File: src/rtl/hec_pkg.sv
// Shared types and constants for the heavy-edge coarse mapping block.
package hec_pkg;

  localparam int unsigned VTX_W   = 12;
  localparam int unsigned ID_W    = 12;
  localparam int unsigned CNT_W   = 13;
  localparam int unsigned OP_W    = 2;
  localparam int unsigned ST_W    = 2;
  localparam int unsigned VTX_SPACE = 4096;

  localparam logic [CNT_W-1:0] VC_RESET = 13'd4096;

  localparam logic [OP_W-1:0] OP_LOAD  = 2'd0;
  localparam logic [OP_W-1:0] OP_VISIT = 2'd1;
  localparam logic [OP_W-1:0] OP_READ  = 2'd2;

  localparam logic [ST_W-1:0] ST_OK       = 2'd0;
  localparam logic [ST_W-1:0] ST_RANGE    = 2'd1;
  localparam logic [ST_W-1:0] ST_UNMAPPED = 2'd2;

  // One entry of the mapping memory.
  typedef struct packed {
    logic            mapped;
    logic [ID_W-1:0] id;
  } hec_map_t;

  // One result word handed from the sequencer to the output register.
  typedef struct packed {
    logic [ST_W-1:0]  status;
    logic [ID_W-1:0]  coarse_id;
    logic             created_new;
    logic [CNT_W-1:0] coarse_count;
  } hec_res_t;

  typedef enum logic [5:0] {
    S_CLEAR = 6'b000001,
    S_IDLE  = 6'b000010,
    S_LOOK1 = 6'b000100,
    S_LOOK2 = 6'b001000,
    S_WRU   = 6'b010000,
    S_RESP  = 6'b100000
  } hec_state_t;

endpackage

File: src/rtl/hec_seq.sv
// Sequencer: clearing pass, per-item read-modify-write of the edge and mapping memories.
module hec_seq #(
  parameter int unsigned DEPTH       = 4096,
  parameter int unsigned AW          = 12,
  parameter int unsigned WEIGHT_BITS = 32
) (
  input  logic                         clk,
  input  logic                         rst_n,
  input  logic                         in_valid,
  output logic                         in_stall,
  input  logic [hec_pkg::OP_W-1:0]     in_op,
  input  logic [hec_pkg::VTX_W-1:0]    in_vertex,
  input  logic [hec_pkg::VTX_W-1:0]    in_neighbor,
  input  logic [31:0]                  in_weight,
  input  logic [hec_pkg::CNT_W-1:0]    vertex_count,
  input  logic                         out_free,
  output logic                         res_valid,
  output hec_pkg::hec_res_t            res,
  output logic                         e_we,
  output logic [AW-1:0]                e_waddr,
  output logic [WEIGHT_BITS+AW-1:0]    e_wdata,
  output logic [AW-1:0]                e_raddr,
  input  logic [WEIGHT_BITS+AW-1:0]    e_rdata,
  output logic                         m_we,
  output logic [AW-1:0]                m_waddr,
  output hec_pkg::hec_map_t            m_wdata,
  output logic [AW-1:0]                m_raddr,
  input  hec_pkg::hec_map_t            m_rdata
);

  localparam logic [hec_pkg::CNT_W-1:0] DEPTH_C = hec_pkg::CNT_W'(DEPTH);

  hec_pkg::hec_state_t state_r, state_nxt;
  logic [AW-1:0]                clr_r;
  logic [hec_pkg::CNT_W-1:0]    cnt_r, cnt_nxt;
  logic [hec_pkg::OP_W-1:0]     op_r, op_nxt;
  logic [AW-1:0]                u_r, u_nxt;
  logic [AW-1:0]                nb_r, nb_nxt;
  logic [AW-1:0]                v_r, v_nxt;
  logic [WEIGHT_BITS-1:0]       w_r, w_nxt;
  logic [hec_pkg::ID_W-1:0]     id_r, id_nxt;
  hec_pkg::hec_res_t            res_r, res_nxt;

  logic                         fin;
  hec_pkg::hec_res_t            fin_res;
  logic                         u_ok, nb_ok, v_ok;
  logic [WEIGHT_BITS-1:0]       bw;
  logic [AW-1:0]                bnb;
  logic [AW-1:0]                v_sel;

  assign bw    = e_rdata[AW +: WEIGHT_BITS];
  assign bnb   = e_rdata[AW-1:0];
  // An item with no winning edge is its own heaviest neighbour.
  assign v_sel = (bw == '0) ? u_r : bnb;

  assign u_ok  = (hec_pkg::CNT_W'(in_vertex) < vertex_count) &&
                 (hec_pkg::CNT_W'(in_vertex) < DEPTH_C);
  assign nb_ok = (hec_pkg::CNT_W'(in_neighbor) < vertex_count) &&
                 (hec_pkg::CNT_W'(in_neighbor) < DEPTH_C);
  assign v_ok  = (hec_pkg::CNT_W'(v_sel) < vertex_count) &&
                 (hec_pkg::CNT_W'(v_sel) < DEPTH_C);

  assign in_stall = (state_r != hec_pkg::S_IDLE);
  assign e_raddr  = in_vertex[AW-1:0];
  assign m_raddr  = (state_r == hec_pkg::S_LOOK1) ? v_sel : in_vertex[AW-1:0];

  always_comb begin
    state_nxt = state_r;
    cnt_nxt   = cnt_r;
    op_nxt    = op_r;
    u_nxt     = u_r;
    nb_nxt    = nb_r;
    v_nxt     = v_r;
    w_nxt     = w_r;
    id_nxt    = id_r;
    res_nxt   = res_r;
    res_valid = 1'b0;
    res       = res_r;
    fin       = 1'b0;
    fin_res   = '0;
    e_we      = 1'b0;
    e_waddr   = u_r;
    e_wdata   = {w_r, nb_r};
    m_we      = 1'b0;
    m_waddr   = u_r;
    m_wdata   = '0;

    unique case (state_r)
      hec_pkg::S_CLEAR: begin
        e_we    = 1'b1;
        e_waddr = clr_r;
        e_wdata = '0;
        m_we    = 1'b1;
        m_waddr = clr_r;
        m_wdata = '0;
        if (clr_r == AW'(DEPTH - 1)) begin
          state_nxt = hec_pkg::S_IDLE;
        end
      end
      hec_pkg::S_IDLE: begin
        if (in_valid) begin
          op_nxt = in_op;
          u_nxt  = in_vertex[AW-1:0];
          nb_nxt = in_neighbor[AW-1:0];
          w_nxt  = in_weight[WEIGHT_BITS-1:0];
          priority if (in_op == hec_pkg::OP_LOAD) begin
            if (!u_ok || !nb_ok) begin
              fin            = 1'b1;
              fin_res.status = hec_pkg::ST_RANGE;
            end else begin
              state_nxt = hec_pkg::S_LOOK1;
            end
          end else if (in_op == hec_pkg::OP_VISIT || in_op == hec_pkg::OP_READ) begin
            if (!u_ok) begin
              fin            = 1'b1;
              fin_res.status = hec_pkg::ST_RANGE;
            end else begin
              state_nxt = hec_pkg::S_LOOK1;
            end
          end else begin
            fin = 1'b1;
          end
        end
      end
      hec_pkg::S_LOOK1: begin
        unique case (op_r)
          hec_pkg::OP_LOAD: begin
            e_we = (w_r > bw);
            fin  = 1'b1;
          end
          hec_pkg::OP_READ: begin
            fin = 1'b1;
            if (m_rdata.mapped) begin
              fin_res.coarse_id = m_rdata.id;
            end else begin
              fin_res.status = hec_pkg::ST_UNMAPPED;
            end
          end
          hec_pkg::OP_VISIT: begin
            v_nxt = v_sel;
            if (m_rdata.mapped) begin
              fin               = 1'b1;
              fin_res.coarse_id = m_rdata.id;
            end else if (!v_ok) begin
              fin            = 1'b1;
              fin_res.status = hec_pkg::ST_RANGE;
            end else begin
              state_nxt = hec_pkg::S_LOOK2;
            end
          end
          default: begin
            fin = 1'b1;
          end
        endcase
      end
      hec_pkg::S_LOOK2: begin
        if (m_rdata.mapped) begin
          m_we              = 1'b1;
          m_waddr           = u_r;
          m_wdata.mapped    = 1'b1;
          m_wdata.id        = m_rdata.id;
          fin               = 1'b1;
          fin_res.coarse_id = m_rdata.id;
        end else begin
          m_we           = 1'b1;
          m_waddr        = v_r;
          m_wdata.mapped = 1'b1;
          m_wdata.id     = cnt_r[hec_pkg::ID_W-1:0];
          id_nxt         = cnt_r[hec_pkg::ID_W-1:0];
          cnt_nxt        = cnt_r + 1'b1;
          if (v_r == u_r) begin
            fin                 = 1'b1;
            fin_res.coarse_id   = cnt_r[hec_pkg::ID_W-1:0];
            fin_res.created_new = 1'b1;
          end else begin
            state_nxt = hec_pkg::S_WRU;
          end
        end
      end
      hec_pkg::S_WRU: begin
        m_we                = 1'b1;
        m_waddr             = u_r;
        m_wdata.mapped      = 1'b1;
        m_wdata.id          = id_r;
        fin                 = 1'b1;
        fin_res.coarse_id   = id_r;
        fin_res.created_new = 1'b1;
      end
      hec_pkg::S_RESP: begin
        if (out_free) begin
          res_valid = 1'b1;
          state_nxt = hec_pkg::S_IDLE;
        end
      end
      default: begin
        state_nxt = hec_pkg::S_IDLE;
      end
    endcase

    fin_res.coarse_count = cnt_nxt;
    if (fin) begin
      if (out_free) begin
        res_valid = 1'b1;
        res       = fin_res;
        state_nxt = hec_pkg::S_IDLE;
      end else begin
        res_nxt   = fin_res;
        state_nxt = hec_pkg::S_RESP;
      end
    end
  end

  always_ff @(posedge clk) begin
    if (!rst_n) begin
      state_r <= hec_pkg::S_CLEAR;
      clr_r   <= '0;
      cnt_r   <= '0;
    end else begin
      state_r <= state_nxt;
      cnt_r   <= cnt_nxt;
      if (state_r == hec_pkg::S_CLEAR) begin
        clr_r <= clr_r + 1'b1;
      end
    end
  end

  always_ff @(posedge clk) begin
    op_r  <= op_nxt;
    u_r   <= u_nxt;
    nb_r  <= nb_nxt;
    v_r   <= v_nxt;
    w_r   <= w_nxt;
    id_r  <= id_nxt;
    res_r <= res_nxt;
  end

endmodule

File: config.mk
export PLATFORM = sky130hd
export DESIGN_NAME = hec_seq
export DESIGN_NICKNAME = d
export VERILOG_FILES = /design/src/rtl/hec_pkg.sv /design/src/rtl/hec_seq.sv
export SDC_FILE = /design/constraint.sdc
export NUM_CORES = 1
export LEC_CHECK = 0
export BUFFER_PORTS_ARGS = -buffer_cell sky130_fd_sc_hd__buf_4
export CORE_ASPECT_RATIO = 1.25
export CORE_UTILIZATION = 30
export DETAILED_ROUTE_END_ITERATION = 7
export SETUP_SLACK_MARGIN = 0.1
export SLEW_MARGIN = 40
export SYNTH_ARGS = -nofsm -noshare
export SYNTH_HDL_FRONTEND = slang
export SYNTH_SLANG_ARGS = --single-unit
File: constraint.sdc
create_clock -name clk -period 9.05 [get_ports clk]
set_clock_uncertainty 0.1 [all_clocks]
set_input_delay 0.905 -clock clk [delete_from_list [all_inputs] [get_ports clk]]
set_output_delay 0.905 -clock clk [all_outputs]
set_load 0.02 [all_outputs]
==> results of run 1 <==
## state kept, by name, summed over array words and instances, names as in the netlist
| name | cells |
|---|---|
| clr_r | 12 |
| cnt_r | 13 |
| id_r | 12 |
| nb_r | 12 |
| op_r | 2 |
| res_r | 28 |
| state_r | 6 |
| u_r | 12 |
| v_r | 12 |
| w_r | 32 |
## synth_stat cells (4+ instances only)
library cell / instances
mux2_2: 20
dfxtp_1: 31
nand2b_1: 6
mux2i_1: 13
nor2_1: 61
nand2_1: 115
nor4_1: 12
nand3_1: 19
nor3_1: 7
o21a_1: 5
a21oi_1: 36
xnor2_1: 23
and3_1: 4
buf_4: 12
o21ai_0: 17
inv_1: 55
a21o_1: 23
nand4b_1: 6
edfxtp_1: 110
a221oi_1: 12
mux2_4: 20
nor2b_1: 7
xor2_1: 11
nand4_1: 25
clkbuf_1: 25
and2_1: 58
a31oi_1: 4
ha_1: 71
## path summary, 6_finish.rpt
kind              cells past startpoint                  from                 end
setup / recovery                     16           e_rdata[14]              res[6]
hold / removal                        0  cnt_r[11]$_SDFF_PN0_  id_r[11]$_DFFE_PP_
setup reg to reg                     11      u_r[8]$_DFFE_PP_  res_r[2]$_DFFE_PP_
hold reg to reg                       0  cnt_r[11]$_SDFF_PN0_  id_r[11]$_DFFE_PP_
## stage by stage
stage,instance area [µm²],total power [W]
after floorplan,8650,0.00100
after global placement,10900,0.00122
after detailed placement,10900,0.00122
after CTS,11500,0.00196
after global routing,11500,0.00202
final,11500,0.00194
## area by class of cell
| class | count | area (µm²) | share of cell area [%] |
|---|---|---|---|
| clock buffers | 21 | 470 | 4.07 |
| clock inverters | 11 | 139 | 1.20 |
| inverters | 55 | 206 | 1.79 |
| multi-input cells | 609 | 4300 | 37.2 |
| flip-flops and latches | 141 | 3920 | 34.0 |
| well taps | 355 | 444 | 3.85 |
| repair buffers | 275 | 2070 | 17.9 |
## power by group through the flow
stage                     logic, W  registers (W)  clock network (W)
after global routing      0.000529       0.000722           0.000771
after CTS                 0.000491       0.000720           0.000746
after floorplan           0.000272       0.000730                  0
final                     0.000486       0.000720           0.000729
after detailed placement  0.000489       0.000733                  0
after global placement    0.000487       0.000733                  0
## cells by family (layout without fill, tap and decap cells)
| family | after synthesis | in the layout |
|---|---|---|
| simple gates | 333 | 333 |
| flops | 141 | 141 |
| compound gates | 118 | 118 |
| buf+inv | 97 | 362 |
| fa+ha+maj | 71 | 71 |
| mux | 53 | 53 |
| xor+xnor | 34 | 34 |
## per-layer routing
metal	global-route usage, %	vias up	wire length [µm]	part of all wire [%]
li1	-	3513	-	-
met1	20.2	3342	10400	41
met2	31.3	214	13100	52
met3	3.63	21	1240	4.9
met4	6.15	0	502	2.0
met5	0	-	0	0
## layout by cell type (no fill, tap or decap), types with 6 or more instances in the layout
master and instances:
buf_4 274, nand2_1 115, edfxtp_1 110, ha_1 71, and2_1 58, nor2_1 57
inv_1 54, a21oi_1 36, dfxtp_1 31, nand4_1 25, a21o_1 23, xnor2_1 23
mux2_2 20, mux2_4 20, nand3_1 19, o21ai_0 17, clkbuf_16 17, mux2i_1 13
nor4_1 12, a221oi_1 12, xor2_1 11, nor2b_1 6, nand4b_1 6, nand2b_1 6
nor3_1 6
==> flow_summary.json, run 1 <==
{
  "core_area_mm2": 0.0284,
  "die_h_um": 192,
  "combPwrFrac_pct": 25.1,
  "nNetsFinal": 1302,
  "setup_tns_ns": 0,
  "place_congestion": 0.831,
  "path_buf_inv": 2,
  "die_w_um": 154,
  "synth_edf_count": 110,
  "report.final.hold_viol_count": 0,
  "avgRoutedWirePerCell_um": 17.1,
  "slew_violations": 0,
  "cts_buffer_depth": 2,
  "switchingPower_w": 0.000568,
  "synth_seq_cells": 141,
  "stdcell_count": 1467,
  "start_util_pct": 30.5,
  "min_period_ns": 6.13,
  "htreeDepth": 4,
  "hold_path_class": "flip-flop to flip-flop",
  "rrSetupSlack_ns": 5.51,
  "clock_sinks": 141,
  "p_int_w": 0.00137,
  "cellPowerDensity_mw_per_mm2": 168,
  "pwr-share-seq_pct": 37.2,
  "worstPathArrival_ns": 5.12,
  "slowest_stage": "nor2_2",
  "holdBufCountCts": 0,
  "drc": 0,
  "vias": 7090,
  "synth_top_cell_by_area": "edfxtp_1",
  "drt_iter0_drc": 369,
  "grt_max_degree": 59,
  "clkLatencyLatePin_ns": 0.42,
  "area_growth_pct": 33.5,
  "fin_crit_sh_pct": 67.7,
  "ys_warn_count": 0,
  "synth-async-reset-ratio_pct": 0,
  "synth_top_family_by_area": "simple AND/OR/NAND/NOR gates",
  "crit_path_start_kind": "input port",
  "cts_setup_buffers": 0,
  "finalSetupViolCount": 0,
  "grt_pass1_wl_um": 39100,
  "syn_inst": 847,
  "synthSimpleGateAreaFrac_pct": 19.1,
  "routed_wl_um": 25200,
  "track_usage_pct": 17.3,
  "die_area_mm2": 0.0295,
  "numCtsBuffers": 17,
  "diodes": 0,
  "synth-compound-area-share_pct": 9.08,
  "avgSynthCellArea_um2": 10.2,
  "dpl_worst_slack_ns": 2.90,
  "crit_path_max_incr_delay_ns": 0.63,
  "dpl.cell_count": 1435,
  "rsz0062_at_grt": "false",
  "hold_ws_ns": 0.383,
  "ys_types": 56,
  "port_buffers": 268,
  "netlist.area_leader.share_pct": 38.2,
  "num_rows": 69,
  "tightest_slew_ns": 0.789,
  "grt_pass1_vias": 7110,
  "crit_chain": "buf_4, nor4_1, nand4_1, nor2_2, mux2_2, ha_1, a211oi_1, nor2_1, nor2_1, o32ai_1, o21a_1, a31oi_1, o211ai_2, and2_4, mux2_2, buf_4",
  "outcome": "finished clean",
  "synthTopCellsByArea": "edfxtp_1 38%, ha_1 10%, dfxtp_1 7.2%, nand2_1 5.0%, and2_1 4.2%",
  "sw_frac_of_total_pct": 29.3,
  "postLayoutCoreUtil_pct": 40.7,
  "relSlewSlack_pct": 47.4,
  "cts_resized": 0,
  "seq_area_frac_synth_pct": 45.4,
  "crit_family": "simple AND/OR/NAND/NOR gates",
  "leakage_nw": 5.23,
  "ir_drop_mv": 0.132,
  "synth_ff_type": "edfxtp_1",
  "cp_max_fo": 28,
  "ant_nets": 0,
  "fmax_mhz": 163,
  "drt-vias-per-instance": 4.83,
  "cp-end-kind": "output port",
  "drive_above_1_share_pct": 32.5,
  "pwr-share-clk_pct": 37.7,
  "n_fill_cell": 2824,
  "syn_area_mm2": 0.00865,
  "gr-total-overflow": 0,
  "crit_required_ns": 8.05,
  "cts_tree": "built",
  "antenna_found_initial": 0,
  "synthMuxAreaShare_pct": 7.58,
  "cts.clk_slew.worst_paths_ns": 0.06,
  "worstSetupPathType": "input port to output port",
  "first_pass_iters": 5,
  "drv_cap": 0,
  "cts_root_buf": "clkbuf_16",
  "setup_ws_ns": 2.92,
  "synth_nets": 1050,
  "synth_xor_area_share_pct": 3.44,
  "synth-adder-area-share_pct": 10.3,
  "dp_hpwl_um": 19700,
  "io_pins": 269
}
Note: power is estimated with default switching activity, not from simulation.
==> run 2: changes to the inputs <==
- clock period: 9.05 -> 5 ns (I/O delays scaled with it)
==> run 2 against run 1 <==
Compared with the run above:
- hold slack worse by 0.24 ns
- first-iteration DRC count is 41% lower
- register-to-register slack worse by 3.6 ns
- die area stayed put
- sequential share of layout area is 0.25 points lower
- critical endpoint is now res[8]
- largest power group is now sequential cells
==> flow_summary.json, run 2 (synthesis results as in run 1) <==
{
  "slew_violations": 0,
  "crit_path_start_kind": "input port",
  "ir_drop_mv": 0.173,
  "final_common_cell": "buf_4",
  "routed_wl_um": 25500,
  "outcome": "finished clean",
  "min_period_ns": 4.67,
  "largest-register": "w_r",
  "die_h_um": 192,
  "report.final.hold_viol_count": 0,
  "num_rows": 69,
  "n_fill_cell": 2781,
  "die_area_mm2": 0.0295,
  "hp-start": "in_weight[12]",
  "clkLatencyLatePin_ns": 0.43,
  "cts_buffer_depth": 2,
  "dpl.cell_count": 1443,
  "relSlewSlack_pct": 45.8,
  "drv_cap": 0,
  "cp-end-kind": "output port",
  "antenna_found_initial": 0,
  "htreeDepth": 4,
  "gr-total-overflow": 0,
  "cts_root_buf": "clkbuf_16",
  "leakage_nw": 5.27,
  "core_area_mm2": 0.0284,
  "area_growth_pct": 34.5,
  "place_congestion": 0.836,
  "nNetsFinal": 1314,
  "worstPathArrival_ns": 4.07,
  "path_buf_inv": 4,
  "reg2reg_to": "res_r[25]$_DFFE_PP_",
  "layout_common_cells": "284 x buf_4, 115 x nand2_1, 110 x edfxtp_1",
  "crit_path_max_incr_delay_ns": 0.37,
  "first_pass_iters": 5,
  "cp_max_fo": 13,
  "start_util_pct": 30.5,
  "grt_max_degree": 48,
  "rsz0062_at_grt": "false",
  "grt_pass1_wl_um": 38500,
  "avgRoutedWirePerCell_um": 17.3,
  "multiInputGateArea_mm2": 0.00431,
  "top_regs": "w_r x32, res_r x28, cnt_r x13",
  "finalSetupViolCount": 0,
  "die_w_um": 154,
  "drive_above_1_share_pct": 32.8,
  "crit_chain": "buf_4, nor4_2, nand4_1, nor2_2, buf_12, mux2_2, ha_1, a211oi_1, nor2_1, nor2_1, o32ai_2, o21a_1, a31oi_2, o211ai_2, and2_4, buf_12, mux2_4, buf_4",
  "diodes": 0,
  "dp_hpwl_um": 19900,
  "holdBufCountCts": 0,
  "hold_path_depth": 1,
  "cellPowerDensity_mw_per_mm2": 293,
  "r2r_cells": 12,
  "worstSetupPathType": "input port to output port",
  "crit_required_ns": 4.40,
  "crit_family": "simple AND/OR/NAND/NOR gates",
  "stdcell_count": 1479,
  "r2r_start": "u_r[6]$_DFFE_PP_",
  "regArea_mm2": 0.00392,
  "fmax_mhz": 214,
  "slowest_stage": "mux2_2",
  "cts_tree": "built",
  "hold_path_class": "input port to flip-flop",
  "fin_crit_sh_pct": 93.3,
  "port_buffers": 268,
  "rrSetupSlack_ns": 1.91,
  "cts.clk_slew.worst_paths_ns": 0.06,
  "setup_tns_ns": 0,
  "min_to": "w_r[12]$_DFFE_PP_",
  "track_usage_pct": 17.2,
  "tightest_slew_ns": 0.809,
  "drt_iter0_drc": 219,
  "drc": 0,
  "drt-vias-per-instance": 4.86,
  "vias": 7195,
  "largest_reg_flops": 32,
  "io_pins": 269,
  "ant_nets": 0,
  "numCtsBuffers": 17,
  "grt_pass1_vias": 7034,
  "clock_sinks": 141
}
[run 2: cell types whose count changed in the layout (fill, tap and decap cells not counted), sizes merged]
cell,change
buf,+12
bufinv,-1
clkbuf,-4
clkinv,+5
clkinvlp,+1
inv,-1
[run 2: what timing repair did]
| action | 4_1_cts | 5_1_grt |
|---|---|---|
| buffers inserted | 0 | 4 |
| resized for setup | 0 | 3 |
| endpoints found under the setup margin | 0 | 21 |
[run 2: worst max path at each step]
stage	start	end	slack [ns]	depth (start not counted)
after floorplan	e_rdata[37]	res_r[0]$_DFFE_PP_	0.26	14
after global placement	e_rdata[14]	res[15]	0.24	18
after detailed placement	e_rdata[14]	res[10]	0.21	18
after CTS	e_rdata[14]	res[8]	0.21	18
after global routing	e_rdata[17]	res[8]	0.12	18
final	e_rdata[14]	res[8]	0.33	18
[run 2: layout make-up]
type                       count  share of cell area [%]
inverter                      55                    1.77
timing repair buffer         287                    18.8
clock inverter                15                    1.12
sequential                   141                    33.7
multi-input combinational    609                    37.1
clock buffer                  17                    3.66
tap                          355                    3.82
[run 2: layer usage]
metal | part of all wire (%) | vias to the layer above | global-route usage (%)
met4 | 2.4 | 0 | 7.08
met5 | 0 | - | 0
met2 | 51 | 219 | 30.9
li1 | - | 3536 | -
met3 | 4.9 | 28 | 3.88
met1 | 42 | 3412 | 19.5
[run 2: worst register-to-register path: stages (launching register included)]
cell	delay [ns]
edfxtp_1	0.45
mux2_2	0.32
ha_1	0.30
a211oi_1	0.07
nor2_1	0.12
nor2_1	0.06
o32ai_2	0.29
o21a_1	0.16
a31oi_2	0.05
o211ai_2	0.13
buf_4	0.16
nor2b_2	0.13
buf_4	0.36
[run 2: through the flow]
| step | setup WS, ns | area [µm²] | hold WS [ns] | total power (W) | utilization (%) |
|---|---|---|---|---|---|
| after floorplan | 0.256 | 8650 | 0.329 | 0.00181 | - |
| after global placement | 0.236 | 11000 | 0.390 | 0.00221 | 38.8 |
| after detailed placement | 0.210 | 11000 | 0.395 | 0.00222 | 38.8 |
| after CTS | 0.205 | 11600 | 0.121 | 0.00345 | 40.8 |
| after global routing | 0.116 | 11600 | 0.121 | 0.00356 | 41.0 |
| final | 0.335 | 11600 | 0.142 | 0.00341 | 41.0 |
[run 2: power by group]
| group | internal [W] | switching [W] |
|---|---|---|
| clock | 0.000721 | 0.000502 |
| combinational | 0.000375 | 0.000508 |
| sequential | 0.00128 | 0.0000225 |
==> run 3: changes to the inputs <==
- clock period: 5 -> 4.25 ns (I/O delays scaled with it)
==> run 3 against run 2 <==
Compared with the run above:
- clock-buffer cell count rose by 2
- highest routed layer unchanged
- the flow now finishes with violations (negative setup slack)
- worst setup slack worse by 0.50 ns
- hold slack worse by 0.069 ns
- wire length grew 3.6%
- sequential power grew 18%
- critical endpoint is now res[26]
- largest cell class unchanged
- final area grew 5.8%
- cell count increased by 2.3%
- critical path type unchanged
- largest power group unchanged
- first-iteration DRC count is 33% higher
- utilization up 2.4 points
==> flow_summary.json, run 3 (synthesis results as in run 1) <==
{
  "outcome": "complete, but fails checks",
  "violations": "negative setup slack",
  "hold_path_class": "input port to flip-flop",
  "grt_pass1_vias": 7458,
  "htreeDepth": 4,
  "cts_buffer_depth": 2,
  "cts_tree": "built",
  "fin_crit_sh_pct": 104,
  "cp_max_fo": 9,
  "area_growth_pct": 42.2,
  "first_pass_iters": 5,
  "report.final.hold_viol_count": 0,
  "port_buffers": 268,
  "fmax_mhz": 227,
  "n_fill_cell": 2735,
  "rsz0062_at_grt": "true",
  "drc": 0,
  "top_regs": "w_r x32, res_r x28, cnt_r x13",
  "layout_common_cells": "279 x buf_4, 115 x nand2_1, 110 x edfxtp_1",
  "setup_tns_ns": -4.01,
  "gr-total-overflow": 0,
  "numCtsBuffers": 17,
  "crit_chain": "buf_4, nor4_4, nand4_1, nor2_2, buf_12, buf_12, mux2_4, ha_4, a211oi_2, nor2_1, nor2_1, o32ai_2, o21a_1, a31oi_4, o211ai_2, and2_4, buf_12, mux2_4, buf_6",
  "track_usage_pct": 18.0,
  "ant_nets": 0,
  "avgRoutedWirePerCell_um": 17.5,
  "nNetsFinal": 1348,
  "io_pins": 269,
  "grt_pass1_wl_um": 40500,
  "ir_drop_mv": 0.246,
  "finalSetupViolCount": 28,
  "crit_family": "simple AND/OR/NAND/NOR gates",
  "worstPathArrival_ns": 3.89,
  "routed_wl_um": 26500,
  "dp_hpwl_um": 20300,
  "crit_path_max_incr_delay_ns": 0.32,
  "holdBufCountCts": 0,
  "drt-vias-per-instance": 4.84,
  "slew_violations": 0,
  "min_period_ns": 4.41,
  "place_congestion": 0.829,
  "cp_common_cell": "buf_12",
  "largest-register": "w_r",
  "tightest_slew_ns": 0.717,
  "leakage_nw": 5.54,
  "drt_iter0_drc": 292,
  "drive_above_1_share_pct": 36.4,
  "path_buf_inv": 5,
  "slowest_stage": "mux2_4",
  "final_common_cell": "buf_4",
  "clock_sinks": 141,
  "worstSetupPathType": "input port to output port",
  "crit_required_ns": 3.72,
  "grt_max_degree": 48,
  "relSlewSlack_pct": 51.7,
  "crit_path_start_kind": "input port",
  "antenna_found_initial": 0,
  "largest_reg_flops": 32,
  "num_rows": 69,
  "cts.clk_slew.worst_paths_ns": 0.06,
  "cts_root_buf": "clkbuf_16",
  "total_power_w": 0.00411,
  "start_util_pct": 30.5,
  "drv_cap": 0,
  "cp-end-kind": "output port",
  "core_area_mm2": 0.0284,
  "clkLatencyLatePin_ns": 0.42,
  "setup_ws_ns": -0.163,
  "die_w_um": 154,
  "vias": 7321,
  "diodes": 0,
  "die_h_um": 192,
  "die_area_mm2": 0.0295,
  "cellPowerDensity_mw_per_mm2": 334
}
[run 3: metrics by stage]
| step | cell area, µm² | util [%] | hold slack [ns] | worst slack [ns] | cells |
|---|---|---|---|---|---|
| finish | 12300 | 43.3 | 0.0731 | -0.163 | 1513 |
| floorplan | 8650 | - | 0.329 | 0.179 | 847 |
| global route | 12300 | 43.3 | 0.0522 | -0.303 | 1513 |
| global placement | 11200 | 39.6 | 0.391 | -0.312 | 1471 |
| detailed placement | 11200 | 39.6 | 0.387 | -0.431 | 1471 |
| CTS | 12200 | 43.1 | 0.0518 | -0.128 | 1509 |
[run 3: where the power goes]
part	total (W)	internal (W)	switching [W]
combinational	0.00110	0.000479	0.000620
clock	0.00148	0.000885	0.000591
sequential	0.00153	0.00151	0.0000272
[run 3: metal layers]
metal,routed length (µm),track usage (%)
met5,0,0
met4,538,6.73
met3,1150,3.43
met2,13800,33.2
met1,11000,20.6
[run 3: cell type report]
type	instances	area (µm²)	area share, %
sequential	141	3920	31.9
timing repair buffer	321	2650	21.5
inverter	55	206	1.68
tap	355	444	3.61
multi-input combinational	609	4510	36.6
clock buffer	19	453	3.68
clock inverter	13	123	0.997
[run 3: worst paths after layout]
check                             from                   to  slack, ns  cells past startpoint
setup / recovery           e_rdata[28]              res[26]      -0.16                     19
hold / removal            in_weight[3]     w_r[3]$_DFFE_PP_       0.07                      1
setup reg to reg      u_r[6]$_DFFE_PP_  res_r[25]$_DFFE_PP_       1.20                     13
hold reg to reg   cnt_r[11]$_SDFF_PN0_   id_r[11]$_DFFE_PP_       0.38                      0
[run 3: what timing repair did]
action,CTS,global route
endpoints found under the setup margin,29,29
setup buffers,4,4
pin swaps,13,5
resized for setup,63,6
cloned,2,0
